===== src/rtl/assert_macros.svh =====
// Assertion macros shared by the rotate unit modules.
`ifndef ASSERT_MACROS_SVH
`define ASSERT_MACROS_SVH

// A condition that holds at every clock edge out of reset.
`define ASSERT_ALWAYS(label, clk, rst, expr) \
   label: assert property (@(posedge clk) disable iff (rst) (expr)) \
      else $error("assertion failed");

// A consequence that holds in the same cycle as its cause.
`define ASSERT_IMPLY(label, clk, rst, ante, cons) \
   label: assert property (@(posedge clk) disable iff (rst) (ante) |-> (cons)) \
      else $error("assertion failed");

// A consequence that holds in the cycle after its cause.
`define ASSERT_NEXT(label, clk, rst, ante, cons) \
   label: assert property (@(posedge clk) disable iff (rst) (ante) |=> (cons)) \
      else $error("assertion failed");

`endif


===== src/rtl/sp2p_pkg.sv =====
// Types and constants of the semi-planar to planar rotate unit.
`default_nettype none

package sp2p_pkg;

   // Payload of one request and of one result.
   typedef struct packed {
      logic       is_chroma;
      logic       frame_start;
      logic [7:0] data_byte;
   } req_type;

   localparam int ADDR_W = 23;

   typedef struct packed {
      logic [ADDR_W-1:0] dest_address;
      logic [7:0]        pixel_value;
   } rsp_type;

   // Rotation codes.
   typedef enum logic [1:0] {
      ROT_NONE  = 2'd0,
      ROT_CW90  = 2'd1,
      ROT_180   = 2'd2,
      ROT_CCW90 = 2'd3
   } rot_mode_type;

   // Register indexes of the control port.
   typedef enum logic [2:0] {
      REG_OUT_WIDTH        = 3'd0,
      REG_OUT_HEIGHT       = 3'd1,
      REG_ROTATION_MODE    = 3'd2,
      REG_EVEN_BYTE_IS_U   = 3'd3,
      REG_LUMA_ROW_BYTES   = 3'd4,
      REG_CHROMA_ROW_BYTES = 3'd5
   } csr_index_type;

   localparam int CSR_ADDR_W = 5;

   // Register reset values.
   localparam logic [11:0] OUT_WIDTH_RESET        = 12'd640;
   localparam logic [11:0] OUT_HEIGHT_RESET       = 12'd480;
   localparam logic [12:0] LUMA_ROW_BYTES_RESET   = 13'd640;
   localparam logic [12:0] CHROMA_ROW_BYTES_RESET = 13'd640;

   // Row counters saturate at these values.
   localparam int          LUMA_ROW_W     = 12;
   localparam int          CHROMA_ROW_W   = 11;
   localparam logic [11:0] LUMA_ROW_MAX   = 12'd4095;
   localparam logic [10:0] CHROMA_ROW_MAX = 11'd2047;

   // Depth of the queue between front and back.
   localparam int QUEUE_DEPTH = 4;
   localparam int QUEUE_PTR_W = 2;
   localparam int QUEUE_CNT_W = 3;

endpackage

`default_nettype wire


===== src/rtl/sp2p_front.sv =====
// Front end: plane position counters and classification of each request.
`default_nettype none

`include "assert_macros.svh"

module sp2p_front #(
   parameter int MAX_ROW_BYTES = 4096,
   parameter int DIM_W         = 12
) (
   input  wire                      clock,
   input  wire                      reset,
   input  wire                      in_push,
   input  wire sp2p_pkg::req_type   in_item,
   input  wire                      queue_full,
   input  wire [DIM_W-1:0]          width,
   input  wire [DIM_W-1:0]          height,
   input  wire sp2p_pkg::rot_mode_type mode,
   input  wire                      even_byte_is_u,
   input  wire [12:0]               luma_row_bytes,
   input  wire [12:0]               chroma_row_bytes,
   output logic                     work_valid,
   output logic                     work_is_chroma,
   output logic                     work_to_u,
   output logic [DIM_W-1:0]         work_row,
   output logic [DIM_W-1:0]         work_col,
   output logic [7:0]               work_data
);

   localparam int COL_W   = $clog2(MAX_ROW_BYTES);
   localparam int PITCH_W = $clog2(MAX_ROW_BYTES + 1);

   logic [COL_W-1:0]                  luma_col_ff, luma_col_in, luma_col_cur;
   logic [sp2p_pkg::LUMA_ROW_W-1:0]   luma_row_ff, luma_row_in, luma_row_cur;
   logic [COL_W-1:0]                  chroma_col_ff, chroma_col_in, chroma_col_cur;
   logic [sp2p_pkg::CHROMA_ROW_W-1:0] chroma_row_ff, chroma_row_in, chroma_row_cur;

   logic               accept;
   logic               rotated;
   logic [DIM_W-1:0]   luma_cols, luma_rows, chroma_pairs, chroma_rows;
   logic [PITCH_W-1:0] luma_pitch, chroma_pitch;
   logic               luma_keep, chroma_keep;
   logic               luma_wrap, chroma_wrap;

   assign accept = in_push && !queue_full;

   // Effective pitches: zero counts as one, large values are clamped.
   always_comb begin
      if (luma_row_bytes == '0) begin
         luma_pitch = PITCH_W'(1);
      end else if (32'(luma_row_bytes) > 32'(MAX_ROW_BYTES)) begin
         luma_pitch = PITCH_W'(MAX_ROW_BYTES);
      end else begin
         luma_pitch = PITCH_W'(luma_row_bytes);
      end
      if (chroma_row_bytes == '0) begin
         chroma_pitch = PITCH_W'(1);
      end else if (32'(chroma_row_bytes) > 32'(MAX_ROW_BYTES)) begin
         chroma_pitch = PITCH_W'(MAX_ROW_BYTES);
      end else begin
         chroma_pitch = PITCH_W'(chroma_row_bytes);
      end
   end

   // Source geometry of both planes and the keep decision.
   always_comb begin
      luma_col_cur   = in_item.frame_start ? '0 : luma_col_ff;
      luma_row_cur   = in_item.frame_start ? '0 : luma_row_ff;
      chroma_col_cur = in_item.frame_start ? '0 : chroma_col_ff;
      chroma_row_cur = in_item.frame_start ? '0 : chroma_row_ff;

      rotated      = (mode == sp2p_pkg::ROT_CW90) || (mode == sp2p_pkg::ROT_CCW90);
      luma_cols    = rotated ? height : width;
      luma_rows    = rotated ? width : height;
      chroma_pairs = rotated ? (height >> 1) : (width >> 1);
      chroma_rows  = rotated ? (width >> 1) : (height >> 1);

      luma_keep   = (32'(luma_col_cur) < 32'(luma_cols)) &&
                    (32'(luma_row_cur) < 32'(luma_rows));
      chroma_keep = (32'(chroma_col_cur >> 1) < 32'(chroma_pairs)) &&
                    (32'(chroma_row_cur) < 32'(chroma_rows));

      luma_wrap   = (32'(luma_col_cur) + 32'd1) >= 32'(luma_pitch);
      chroma_wrap = (32'(chroma_col_cur) + 32'd1) >= 32'(chroma_pitch);
   end

   // Counter advance for the plane of the request; the row saturates.
   always_comb begin
      luma_col_in   = luma_col_cur;
      luma_row_in   = luma_row_cur;
      chroma_col_in = chroma_col_cur;
      chroma_row_in = chroma_row_cur;
      if (!in_item.is_chroma) begin
         if (luma_wrap) begin
            luma_col_in = '0;
            if (luma_row_cur != sp2p_pkg::LUMA_ROW_MAX) begin
               luma_row_in = luma_row_cur + 1'b1;
            end
         end else begin
            luma_col_in = luma_col_cur + 1'b1;
         end
      end else begin
         if (chroma_wrap) begin
            chroma_col_in = '0;
            if (chroma_row_cur != sp2p_pkg::CHROMA_ROW_MAX) begin
               chroma_row_in = chroma_row_cur + 1'b1;
            end
         end else begin
            chroma_col_in = chroma_col_cur + 1'b1;
         end
      end
   end

   always_ff @(posedge clock) begin
      if (reset) begin
         luma_col_ff   <= '0;
         luma_row_ff   <= '0;
         chroma_col_ff <= '0;
         chroma_row_ff <= '0;
      end else if (accept) begin
         luma_col_ff   <= luma_col_in;
         luma_row_ff   <= luma_row_in;
         chroma_col_ff <= chroma_col_in;
         chroma_row_ff <= chroma_row_in;
      end
   end

   // Work entry for the back end: source position within the plane.
   always_comb begin
      work_valid     = accept && (in_item.is_chroma ? chroma_keep : luma_keep);
      work_is_chroma = in_item.is_chroma;
      work_to_u      = (!chroma_col_cur[0]) == even_byte_is_u;
      work_row       = in_item.is_chroma ? DIM_W'(chroma_row_cur) : DIM_W'(luma_row_cur);
      work_col       = in_item.is_chroma ? DIM_W'(chroma_col_cur >> 1)
                                         : DIM_W'(luma_col_cur);
      work_data      = in_item.data_byte;
   end

   `ASSERT_IMPLY(a_no_push_when_full, clock, reset, work_valid, !queue_full)
   `ASSERT_NEXT(a_frame_clears_chroma, clock, reset,
      accept && in_item.frame_start && !in_item.is_chroma,
      chroma_col_ff == '0 && chroma_row_ff == '0)

endmodule

`default_nettype wire


===== src/rtl/sp2p_queue.sv =====
// Short queue of work entries between the front and back ends.
`default_nettype none

`include "assert_macros.svh"

module sp2p_queue #(
   parameter int WIDTH = 34
) (
   input  wire              clock,
   input  wire              reset,
   input  wire              push,
   input  wire [WIDTH-1:0]  push_data,
   input  wire              pop,
   output logic [WIDTH-1:0] head_data,
   output logic             full,
   output logic             empty
);

   logic [WIDTH-1:0]                 slot_ff [sp2p_pkg::QUEUE_DEPTH];
   logic [sp2p_pkg::QUEUE_PTR_W-1:0] wr_ptr_ff, wr_ptr_in;
   logic [sp2p_pkg::QUEUE_PTR_W-1:0] rd_ptr_ff, rd_ptr_in;
   logic [sp2p_pkg::QUEUE_CNT_W-1:0] count_ff, count_in;

   // Pointer and fill count update.
   always_comb begin
      wr_ptr_in = push ? wr_ptr_ff + 1'b1 : wr_ptr_ff;
      rd_ptr_in = pop ? rd_ptr_ff + 1'b1 : rd_ptr_ff;
      count_in  = count_ff;
      if (push && !pop) begin
         count_in = count_ff + 1'b1;
      end else if (pop && !push) begin
         count_in = count_ff - 1'b1;
      end
   end

   always_ff @(posedge clock) begin
      if (reset) begin
         wr_ptr_ff <= '0;
         rd_ptr_ff <= '0;
         count_ff  <= '0;
      end else begin
         wr_ptr_ff <= wr_ptr_in;
         rd_ptr_ff <= rd_ptr_in;
         count_ff  <= count_in;
      end
   end

   // Entry storage.
   always_ff @(posedge clock) begin
      if (push) begin
         slot_ff[wr_ptr_ff] <= push_data;
      end
   end

   assign head_data = slot_ff[rd_ptr_ff];
   assign full      = (count_ff == sp2p_pkg::QUEUE_CNT_W'(sp2p_pkg::QUEUE_DEPTH));
   assign empty     = (count_ff == '0);

   `ASSERT_ALWAYS(a_count_bound, clock, reset,
      count_ff <= sp2p_pkg::QUEUE_CNT_W'(sp2p_pkg::QUEUE_DEPTH))
   `ASSERT_NEXT(a_count_grows, clock, reset, push && !pop,
      count_ff == $past(count_ff) + 1'b1)

endmodule

`default_nettype wire


===== src/rtl/sp2p_back.sv =====
// Back end: rotated planar address generation in two pipeline stages.
`default_nettype none

`include "assert_macros.svh"

module sp2p_back #(
   parameter int DIM_W = 12
) (
   input  wire                         clock,
   input  wire                         reset,
   input  wire                         work_valid,
   input  wire                         work_is_chroma,
   input  wire                         work_to_u,
   input  wire [DIM_W-1:0]             work_row,
   input  wire [DIM_W-1:0]             work_col,
   input  wire [7:0]                   work_data,
   output logic                        work_pop,
   input  wire [DIM_W-1:0]             width,
   input  wire [DIM_W-1:0]             height,
   input  wire sp2p_pkg::rot_mode_type mode,
   output logic                        rsp_empty,
   input  wire                         rsp_pop,
   output sp2p_pkg::rsp_type           rsp_data
);

   localparam int AW = sp2p_pkg::ADDR_W;

   logic [AW-1:0] luma_size_ff, chroma_size_ff;

   logic [DIM_W-1:0]   half_w, half_h, pw, ph, dest_row, dest_col;
   logic [2*DIM_W-1:0] prod_full;
   logic [2*DIM_W-1:0] luma_prod, chroma_prod;
   logic [AW-1:0]      offset;

   logic          s1_valid_ff, s1_valid_in;
   logic [AW-1:0] s1_prod_ff, s1_off_ff;
   logic [7:0]    s1_data_ff;
   logic          s2_valid_ff, s2_valid_in;
   logic [AW-1:0] s2_addr_ff;
   logic [7:0]    s2_data_ff;
   logic          s1_ready, s2_ready;

   assign half_w = width >> 1;
   assign half_h = height >> 1;

   // Full-width plane size products.
   assign luma_prod   = width * height;
   assign chroma_prod = half_w * half_h;

   // Plane sizes, used to form the U and V plane bases.
   always_ff @(posedge clock) begin
      luma_size_ff   <= AW'(luma_prod);
      chroma_size_ff <= AW'(chroma_prod);
   end

   // Destination row and column of the entry at the queue head.
   always_comb begin
      pw = work_is_chroma ? half_w : width;
      ph = work_is_chroma ? half_h : height;
      case (mode)
         sp2p_pkg::ROT_CW90: begin
            dest_row = work_col;
            dest_col = pw - 1'b1 - work_row;
         end
         sp2p_pkg::ROT_180: begin
            dest_row = ph - 1'b1 - work_row;
            dest_col = pw - 1'b1 - work_col;
         end
         sp2p_pkg::ROT_CCW90: begin
            dest_row = ph - 1'b1 - work_col;
            dest_col = work_row;
         end
         default: begin
            dest_row = work_row;
            dest_col = work_col;
         end
      endcase
      prod_full = dest_row * pw;
      offset    = AW'(dest_col)
                + (work_is_chroma ? luma_size_ff : '0)
                + ((work_is_chroma && !work_to_u) ? chroma_size_ff : '0);
   end

   // Stage handshakes.
   assign s2_ready = !s2_valid_ff || rsp_pop;
   assign s1_ready = !s1_valid_ff || s2_ready;
   assign work_pop = work_valid && s1_ready;

   assign s1_valid_in = s1_ready ? work_valid : s1_valid_ff;
   assign s2_valid_in = s2_ready ? s1_valid_ff : s2_valid_ff;

   always_ff @(posedge clock) begin
      if (reset) begin
         s1_valid_ff <= 1'b0;
         s2_valid_ff <= 1'b0;
      end else begin
         s1_valid_ff <= s1_valid_in;
         s2_valid_ff <= s2_valid_in;
      end
   end

   // Stage one holds the product and the offset, stage two the address.
   always_ff @(posedge clock) begin
      if (s1_ready) begin
         s1_prod_ff <= AW'(prod_full);
         s1_off_ff  <= offset;
         s1_data_ff <= work_data;
      end
      if (s2_ready) begin
         s2_addr_ff <= s1_prod_ff + s1_off_ff;
         s2_data_ff <= s1_data_ff;
      end
   end

   assign rsp_empty             = !s2_valid_ff;
   assign rsp_data.dest_address = s2_addr_ff;
   assign rsp_data.pixel_value  = s2_data_ff;

   `ASSERT_NEXT(a_stage1_holds, clock, reset, s1_valid_ff && !s2_ready,
      s1_valid_ff && $stable(s1_prod_ff) && $stable(s1_off_ff))

endmodule

`default_nettype wire


===== src/rtl/semiplanar_to_planar_rotate_unit.sv =====
// A request accepted at the front passes through the queue, the stage one
// register and the stage two register before its result can be popped.
// Throughput: one request per clock while the queue is not full and results are
// popped, set by the front counter update and the two-stage address pipeline (one 12x12 multiply, then one add).
// Requests outside the used area advance the counters and give no result.
// Reset is synchronous and active high; it restores the register defaults
// and clears counters, queue and pipeline. No clearing pass is needed.
`default_nettype none

module semiplanar_to_planar_rotate_unit #(
   parameter int MAX_DIM       = 2048,
   parameter int MAX_ROW_BYTES = 4096
) (
   input  wire                                clock,
   input  wire                                reset,
   input  wire                                req_push,
   output logic                               req_full,
   input  wire sp2p_pkg::req_type             req_data,
   output logic                               rsp_empty,
   input  wire                                rsp_pop,
   output sp2p_pkg::rsp_type                  rsp_data,
   input  wire                                csr_psel,
   input  wire                                csr_penable,
   input  wire                                csr_pwrite,
   input  wire [sp2p_pkg::CSR_ADDR_W-1:0]     csr_paddr,
   input  wire [31:0]                         csr_pwdata,
   output logic [31:0]                        csr_prdata,
   output logic                               csr_pready
);

   localparam int DIM_W  = $clog2(MAX_DIM + 1);
   localparam int WORK_W = 2 + 2 * DIM_W + 8;

   logic [11:0]            out_width_ff, out_height_ff;
   sp2p_pkg::rot_mode_type rotation_mode_ff;
   logic                   even_byte_is_u_ff;
   logic [12:0]            luma_row_bytes_ff, chroma_row_bytes_ff;

   sp2p_pkg::csr_index_type csr_index;
   logic                    csr_write;
   logic [DIM_W-1:0]        width_eff, height_eff;

   logic              work_valid, work_is_chroma, work_to_u;
   logic [DIM_W-1:0]  work_row, work_col;
   logic [7:0]        work_data;
   logic [WORK_W-1:0] push_vec, head_vec;
   logic              queue_full, queue_empty, queue_pop;

   logic              head_is_chroma, head_to_u;
   logic [DIM_W-1:0]  head_row, head_col;
   logic [7:0]        head_data;

   // Control register port.
   assign csr_pready = 1'b1;
   assign csr_index  = sp2p_pkg::csr_index_type'(csr_paddr[4:2]);
   assign csr_write  = csr_psel && csr_penable && csr_pwrite;

   always_ff @(posedge clock) begin
      if (reset) begin
         out_width_ff        <= sp2p_pkg::OUT_WIDTH_RESET;
         out_height_ff       <= sp2p_pkg::OUT_HEIGHT_RESET;
         rotation_mode_ff    <= sp2p_pkg::ROT_NONE;
         even_byte_is_u_ff   <= 1'b1;
         luma_row_bytes_ff   <= sp2p_pkg::LUMA_ROW_BYTES_RESET;
         chroma_row_bytes_ff <= sp2p_pkg::CHROMA_ROW_BYTES_RESET;
      end else if (csr_write) begin
         case (csr_index)
            sp2p_pkg::REG_OUT_WIDTH:        out_width_ff <= csr_pwdata[11:0];
            sp2p_pkg::REG_OUT_HEIGHT:       out_height_ff <= csr_pwdata[11:0];
            sp2p_pkg::REG_ROTATION_MODE:
               rotation_mode_ff <= sp2p_pkg::rot_mode_type'(csr_pwdata[1:0]);
            sp2p_pkg::REG_EVEN_BYTE_IS_U:   even_byte_is_u_ff <= csr_pwdata[0];
            sp2p_pkg::REG_LUMA_ROW_BYTES:   luma_row_bytes_ff <= csr_pwdata[12:0];
            sp2p_pkg::REG_CHROMA_ROW_BYTES: chroma_row_bytes_ff <= csr_pwdata[12:0];
            default: ;
         endcase
      end
   end

   // Register read back.
   always_comb begin
      case (csr_index)
         sp2p_pkg::REG_OUT_WIDTH:        csr_prdata = 32'(out_width_ff);
         sp2p_pkg::REG_OUT_HEIGHT:       csr_prdata = 32'(out_height_ff);
         sp2p_pkg::REG_ROTATION_MODE:    csr_prdata = 32'(rotation_mode_ff);
         sp2p_pkg::REG_EVEN_BYTE_IS_U:   csr_prdata = 32'(even_byte_is_u_ff);
         sp2p_pkg::REG_LUMA_ROW_BYTES:   csr_prdata = 32'(luma_row_bytes_ff);
         sp2p_pkg::REG_CHROMA_ROW_BYTES: csr_prdata = 32'(chroma_row_bytes_ff);
         default:                        csr_prdata = '0;
      endcase
   end

   // Destination dimensions clamped to the supported maximum.
   assign width_eff  = (32'(out_width_ff) > 32'(MAX_DIM)) ? DIM_W'(MAX_DIM)
                                                          : DIM_W'(out_width_ff);
   assign height_eff = (32'(out_height_ff) > 32'(MAX_DIM)) ? DIM_W'(MAX_DIM)
                                                           : DIM_W'(out_height_ff);

   assign req_full = queue_full;

   sp2p_front #(
      .MAX_ROW_BYTES (MAX_ROW_BYTES),
      .DIM_W         (DIM_W)
   ) u_front (
      .clock            (clock),
      .reset            (reset),
      .in_push          (req_push),
      .in_item          (req_data),
      .queue_full       (queue_full),
      .width            (width_eff),
      .height           (height_eff),
      .mode             (rotation_mode_ff),
      .even_byte_is_u   (even_byte_is_u_ff),
      .luma_row_bytes   (luma_row_bytes_ff),
      .chroma_row_bytes (chroma_row_bytes_ff),
      .work_valid       (work_valid),
      .work_is_chroma   (work_is_chroma),
      .work_to_u        (work_to_u),
      .work_row         (work_row),
      .work_col         (work_col),
      .work_data        (work_data)
   );

   assign push_vec = {work_is_chroma, work_to_u, work_row, work_col, work_data};

   sp2p_queue #(
      .WIDTH (WORK_W)
   ) u_queue (
      .clock     (clock),
      .reset     (reset),
      .push      (work_valid),
      .push_data (push_vec),
      .pop       (queue_pop),
      .head_data (head_vec),
      .full      (queue_full),
      .empty     (queue_empty)
   );

   assign {head_is_chroma, head_to_u, head_row, head_col, head_data} = head_vec;

   sp2p_back #(
      .DIM_W (DIM_W)
   ) u_back (
      .clock          (clock),
      .reset          (reset),
      .work_valid     (!queue_empty),
      .work_is_chroma (head_is_chroma),
      .work_to_u      (head_to_u),
      .work_row       (head_row),
      .work_col       (head_col),
      .work_data      (head_data),
      .work_pop       (queue_pop),
      .width          (width_eff),
      .height         (height_eff),
      .mode           (rotation_mode_ff),
      .rsp_empty      (rsp_empty),
      .rsp_pop        (rsp_pop),
      .rsp_data       (rsp_data)
   );

endmodule

`default_nettype wire

===== config.mk =====
export PLATFORM = sky130hd
export DESIGN_NAME = semiplanar_to_planar_rotate_unit
export DESIGN_NICKNAME = d
export VERILOG_FILES = /design/src/rtl/sp2p_pkg.sv /design/src/rtl/sp2p_front.sv /design/src/rtl/sp2p_queue.sv /design/src/rtl/sp2p_back.sv /design/src/rtl/semiplanar_to_planar_rotate_unit.sv
export VERILOG_INCLUDE_DIRS = /design/src /design/src/rtl
export SDC_FILE = /design/constraint.sdc
export NUM_CORES = 2
export LEC_CHECK = 0
export ABC_AREA = 1
export BUFFER_PORTS_ARGS = -buffer_cell sky130_fd_sc_hd__buf_2
export CAP_MARGIN = 25
export CORE_ASPECT_RATIO = 0.7
export CORE_MARGIN = 4
export CORE_UTILIZATION = 61
export CTS_CLUSTER_SIZE = 30
export DETAILED_ROUTE_END_ITERATION = 6
export GPL_ROUTABILITY_DRIVEN = 1
export PLACE_DENSITY = 0.87
export SLEW_MARGIN = 20
export SYNTH_ARGS = -nofsm -noshare
export SYNTH_HDL_FRONTEND = slang
export SYNTH_HIERARCHICAL = 1
export SYNTH_SLANG_ARGS = --single-unit

===== constraint.sdc =====
create_clock -name clock -period 15 [get_ports clock]
set_clock_uncertainty 0.05 [all_clocks]
set_input_delay 1.5 -clock clock [delete_from_list [all_inputs] [get_ports clock]]
set_output_delay 1.5 -clock clock [all_outputs]
set_load 0.005 [all_outputs]

[After elaboration in Yosys (flattened, before gate mapping)]
Memories as Yosys holds them, arrays and structs flattened. A register that Yosys moved wholly into a read port is not among the register bits.
Cells that the tools add are included.
Operators by class
  add/sub/neg operators: 19
  $mul: 3
  divide/modulo/power cells: 0
  magnitude comparators: 10
  equality and inequality tests: 12
  shift operators: 0
  multiplexer cells: 40
  bitwise logic cells: 0
  reductions and logical operators: 32
Operators by type and width (count)
  2-to-1 mux 12 bit: 18
  case mux 13 bit (6 select lines): 1
  case mux 12 bit (3 select lines): 2
  2-to-1 mux 11 bit: 6
  greater-or-equal comparator 32 x 13 -> 1 bit: 2
  2-to-1 mux 13 bit: 4
  subtractor 12 bit: 4
  adder 23 bit: 2
  multiplier 12 x 12 -> 23 bit: 2
  2-to-1 mux 23 bit: 2
  adder 12 x 1 -> 12 bit, second input constant: 3
  adder 12 x 1 -> 13 bit, second input constant: 2
  > comparator 13 bit, second input constant: 2
  zero test 13 bit: 2
  > comparator 12 bit, second input constant: 2
  less-than comparator 11 x 12 -> 1 bit: 2
  less-than comparator 12 bit: 2
  subtractor 12 x 1 -> 12 bit, second input constant: 2
  adder 12 x 23 -> 23 bit: 1
  multiplier 11 x 11 -> 22 bit: 1
  inequality test 12 bit, second input constant: 1
  AND reduction 2 bit: 6
  adder 11 x 1 -> 11 bit, second input constant: 1
  inequality test 11 bit, second input constant: 1
  other kinds (17): 45
Word-level totals
  register bits after elaboration: 240
  latch bits: 0
  bits in writable memories: 136
  ROM bits: 0
  logic and storage cells: 139
  memories: 1
Memory list
  u_queue.slot_ff: depth 4, bits a word 34, read ports 1, clocked after memory_dff 1, write ports 1, line sp2p_queue.sv:19  | logic [WIDTH-1:0] slot_ff [sp2p_pkg::QUEUE_DEPTH];

[Depth between registers and ports, before layout]
  depth in word-level cells: 11
  mapped depth: 47
  gate-level depth less buffers: 46

[Modules after synthesis]
Netlist, hierarchy kept.
By module, submodules not included
  sp2p_back: times used 1, cells each 2435, area an instance 19728.9 um^2, seq. area each 3493.4 um^2
  sp2p_queue: times used 1, cells each 387, area an instance 5693.0 um^2, seq. area each 4264.1 um^2
  sp2p_front: times used 1, cells each 939, area an instance 5674.2 um^2, seq. area each 940.9 um^2
  semiplanar_to_planar_rotate_unit: times used 1, cells each 416, area an instance 2760.1 um^2, seq. area each 1061.0 um^2

[Least setup slack after synthesis]
OpenSTA, ideal clock, no wires.
  kind: flip-flop to flip-flop
  start point: reg with a tool-made name
  end point: reg u_back.s1_prod_ff[21], data pin
  library setup time: 0.260 ns
  arrival time: 7.332 ns
  required time: 14.690 ns
  path slack: 7.358 ns
  stages on the path, launching flop included: 46
  buffers on the path: 3
  period minus slack after synthesis: 7.642 ns
  path through: dfxtp_1 > buf_6 > inv_6 > buf_2 > nor2_1 > o22ai_1 > buf_6 > nand2_1 > nand2_1 > ha_1 > inv_1 > nor2_1 > nand2_1 > nor2_1 > nand2_1 > xor2_1 > ha_1 > inv_1 > [... 10 more ...] > inv_1 > fa_1 > fa_1 > fa_1 > inv_1 > fa_1 > inv_1 > ha_1 > a21oi_1 > o21ai_0 > a21oi_1 > o21ai_0 > a21boi_0 > nor2_1 > nor2_1 > nor2_1 > nor2_1 > xor2_1
RTL lines
  to (signal assigned): line sp2p_back.sv:105  | s1_prod_ff <= AW'(prod_full);
  to (decl): line sp2p_back.sv:36  | logic [AW-1:0] s1_prod_ff, s1_off_ff;

==> results.json <==
{
  "synthToLayoutAreaGrowth_pct": 6.54,
  "relSlewSlack_pct": 26.1,
  "rsz0062_at_grt": "false",
  "min_path_type": "flip-flop to flip-flop",
  "postCtsSetupRepairBufs": 0,
  "stdcell_count": 4956,
  "antenna_found_initial": 0,
  "initial_utilization_pct": 62.4,
  "cp_num_buf_inv": 11,
  "vias": 28575,
  "ys_warn_count": 6,
  "die_x_um": 290,
  "cts.sinks": 377,
  "synth_area_per_cell_um2": 8.11,
  "multiInputGateArea_um2": 20500,
  "drive_above_1_share_pct": 8.47,
  "slew_viol_final": 0,
  "io_pins": 120,
  "worstSetupPathDepth": 41,
  "tns_ns": 0,
  "gp_congestion": 1.00,
  "clk_pin_slew_ns": 0.06,
  "synth-edff-count": 221,
  "cpPeakStageDelay_ns": 0.78,
  "wirelength_um": 87800,
  "ctsHoldBuffers": 0,
  "ff_latch_area_um2": 9760,
  "crit_path_frequent_cell": "nand2_1",
  "viasPerCell": 5.77,
  "grt_pass1_wl_um": 140000,
  "worstReg2RegEnd": "u_back/s1_prod_ff[22]$_DFFE_PN_",
  "cts_buffers": 39,
  "die_y_um": 205,
  "row_count": 71,
  "whs_ns": 0.367,
  "clkLatencyLatePin_ns": 0.58,
  "grt_pass1_vias": 26943,
  "post-place-ws_ns": 4.74,
  "place_inst": 4882,
  "synth.cell_area_um2": 33900,
  "portBuffers": 78,
  "hold_viol_final": 0,
  "cts_tree": "built",
  "ff2ff_setup_slack_ns": 4.33,
  "drv_cap": 0,
  "slowest_stage": "o311ai_0",
  "synth_ff_type": "edfxtp_1",
  "start_kind": "flip-flop",
  "critPathArrivalTime_ns": 10.94,
  "setup_ws_ns": 4.33,
  "grt_overflow_total": 0,
  "crit_path_end_kind": "flip-flop",
  "cts.repair.resized": 0,
  "grt_usage_pct": 29.4,
  "htree_levels": 2,
  "cts_buffer_depth": 3,
  "ys_types": 69,
  "antenna_cells": 0,
  "die_area_um2": 59400,
  "setup_viol": 0,
  "nNetsFinal": 4807,
  "layout_common_cells": "nand2_1, inv_1, nor2_1, ha_1, o21ai_0",
  "finalCritPeriodShare_pct": 71.1,
  "drt_first_pass_iters": 7,
  "drc": 1,
  "fillerInstances": 4309,
  "grt_max_degree": 70,
  "rr_worst_depth": 41,
  "dr.first_iter.drc_count": 3789,
  "critPathCapture": "u_back/s1_prod_ff[22]$_DFFE_PN_",
  "ant_nets": 0,
  "ys_seq_area_share_pct": 28.8,
  "fp.coreArea_um2": 54300,
  "synth_cells": 4177,
  "max_freq_mhz": 93.7,
  "dpl.hpwl_um": 66400,
  "wl_per_cell_um": 17.7,
  "cp_top_family": "adder cells",
  "worstPathRequired_ns": 15.27,
  "tightest_slew_ns": 1.10,
  "violations": "design-rule violations",
  "critical_path_class": "flip-flop to flip-flop",
  "worst-path-max-fanout": 69,
  "status": "complete, but fails checks",
  "async_flop_share_pct": 0,
  "period_minus_slack_ns": 10.67,
  "root_buffer": "clkbuf_16",
  "final_common_cell": "nand2_1",
  "synth_seq_cells": 377
}
-- worst min path at each step --
stage                                   start                             end  slack (ns)  cells past startpoint
6_report       u_back/s1_data_ff[0]$_DFFE_PN_  u_back/s2_data_ff[0]$_DFFE_PP_        0.37                      0
5_1_grt        u_back/s1_data_ff[3]$_DFFE_PN_  u_back/s2_data_ff[3]$_DFFE_PP_        0.37                      0
4_1_cts        u_back/s1_data_ff[0]$_DFFE_PN_  u_back/s2_data_ff[0]$_DFFE_PP_        0.36                      0
3_5_place_dp   u_back/s1_data_ff[0]$_DFFE_PN_  u_back/s2_data_ff[0]$_DFFE_PP_        0.35                      0
3_3_place_gp   u_back/s1_data_ff[2]$_DFFE_PN_  u_back/s2_data_ff[2]$_DFFE_PP_        0.35                      0
2_1_floorplan  u_back/s1_data_ff[0]$_DFFE_PN_  u_back/s2_data_ff[0]$_DFFE_PP_        0.35                      0
-- per-stage QoR --
stage	utilization [%]	area, um2
finish	66.5	36100
global route	66.5	36100
CTS	66.4	36100
detailed placement	63.8	34600
global placement	63.8	34600
floorplan	-	33900
-- final cells by class --
| type | count | share of cell area [%] |
|---|---|---|
| clock buffer | 54 | 3.26 |
| sequential | 377 | 27.1 |
| tap | 730 | 2.53 |
| multi-input combinational | 2925 | 56.8 |
| clock inverter | 18 | 0.676 |
| timing repair buffer | 123 | 2.07 |
| inverter | 729 | 7.63 |
-- registers in the layout (all words and copies together) (netlist names), 11 cells and up, named ones only --
name	count
u_back/chroma_size_ff	22
out_height_ff	12
u_queue/slot_ff	136
u_front/luma_col_ff	12
u_back/s2_addr_ff	23
u_back/s1_prod_ff	23
u_back/luma_size_ff	23
u_front/chroma_row_ff	11
chroma_row_bytes_ff	13
u_front/luma_row_ff	12
luma_row_bytes_ff	13
u_back/s1_off_ff	23
u_front/chroma_col_ff	12
out_width_ff	12
-- metal layers --
metal | part of all wire, % | up-vias | track usage (%)
li1 | - | 13362 | -
met1 | 43 | 13341 | 43.7
met2 | 42 | 1679 | 43.4
met3 | 12 | 193 | 5.87
met4 | 2.9 | 0 | 8.92
met5 | 0 | - | 0
-- worst register-to-register path: cells and delay by family (launching register included) --
kind	cells	cell delay, ns
fa+ha+maj	8	3.29
flops	1	0.31
buf+inv	11	2.59
compound gates	9	2.40
simple gates	13	1.81
-- kinds of logic after synthesis --
family | after synthesis | synth area share (%)
and+or+nand+nor | 1549 | 19.5
DFF | 377 | 28.8
AOI/OAI and AO/OA | 658 | 11.0
adders and majority gates | 558 | 26.1
other | 2 | 0.0222
buffers and inverters | 893 | 11.0
xor gates and xnor gates | 140 | 3.64
-- synthesized netlist by cell type (7+ instances only) --
cell type	count	area (um2)
or2_1	7	43.8
nand2_1	846	3180
buf_2	22	110
o21ai_0	293	1470
dfxtp_1	156	3120
nor2_2	47	294
inv_2	19	71.3
o22ai_2	20	250
o21ai_1	25	125
nand4_1	36	225
xor2_1	102	893
edfxtp_1	221	6640
a21o_1	8	60.1
a21oi_1	213	1070
nor2_1	392	1470
buf_6	13	146
ha_1	313	3920
nor2_4	10	113
nand2_2	18	113
buf_4	34	255
o211ai_1	10	75.1
o31ai_1	7	52.6
nor3_1	25	125
a31oi_1	26	163
o22ai_1	14	87.6
nor4_1	15	93.8
inv_1	700	2630
o21ai_2	10	87.6
fa_1	245	4900
nand3_2	10	100
nand3_1	115	576
clkbuf_1	85	319
xnor2_1	37	324
clkinv_1	7	26.3
Power is not shown: default switching activity piles up to over one toggle a cycle in this logic, so the estimate is an artifact.
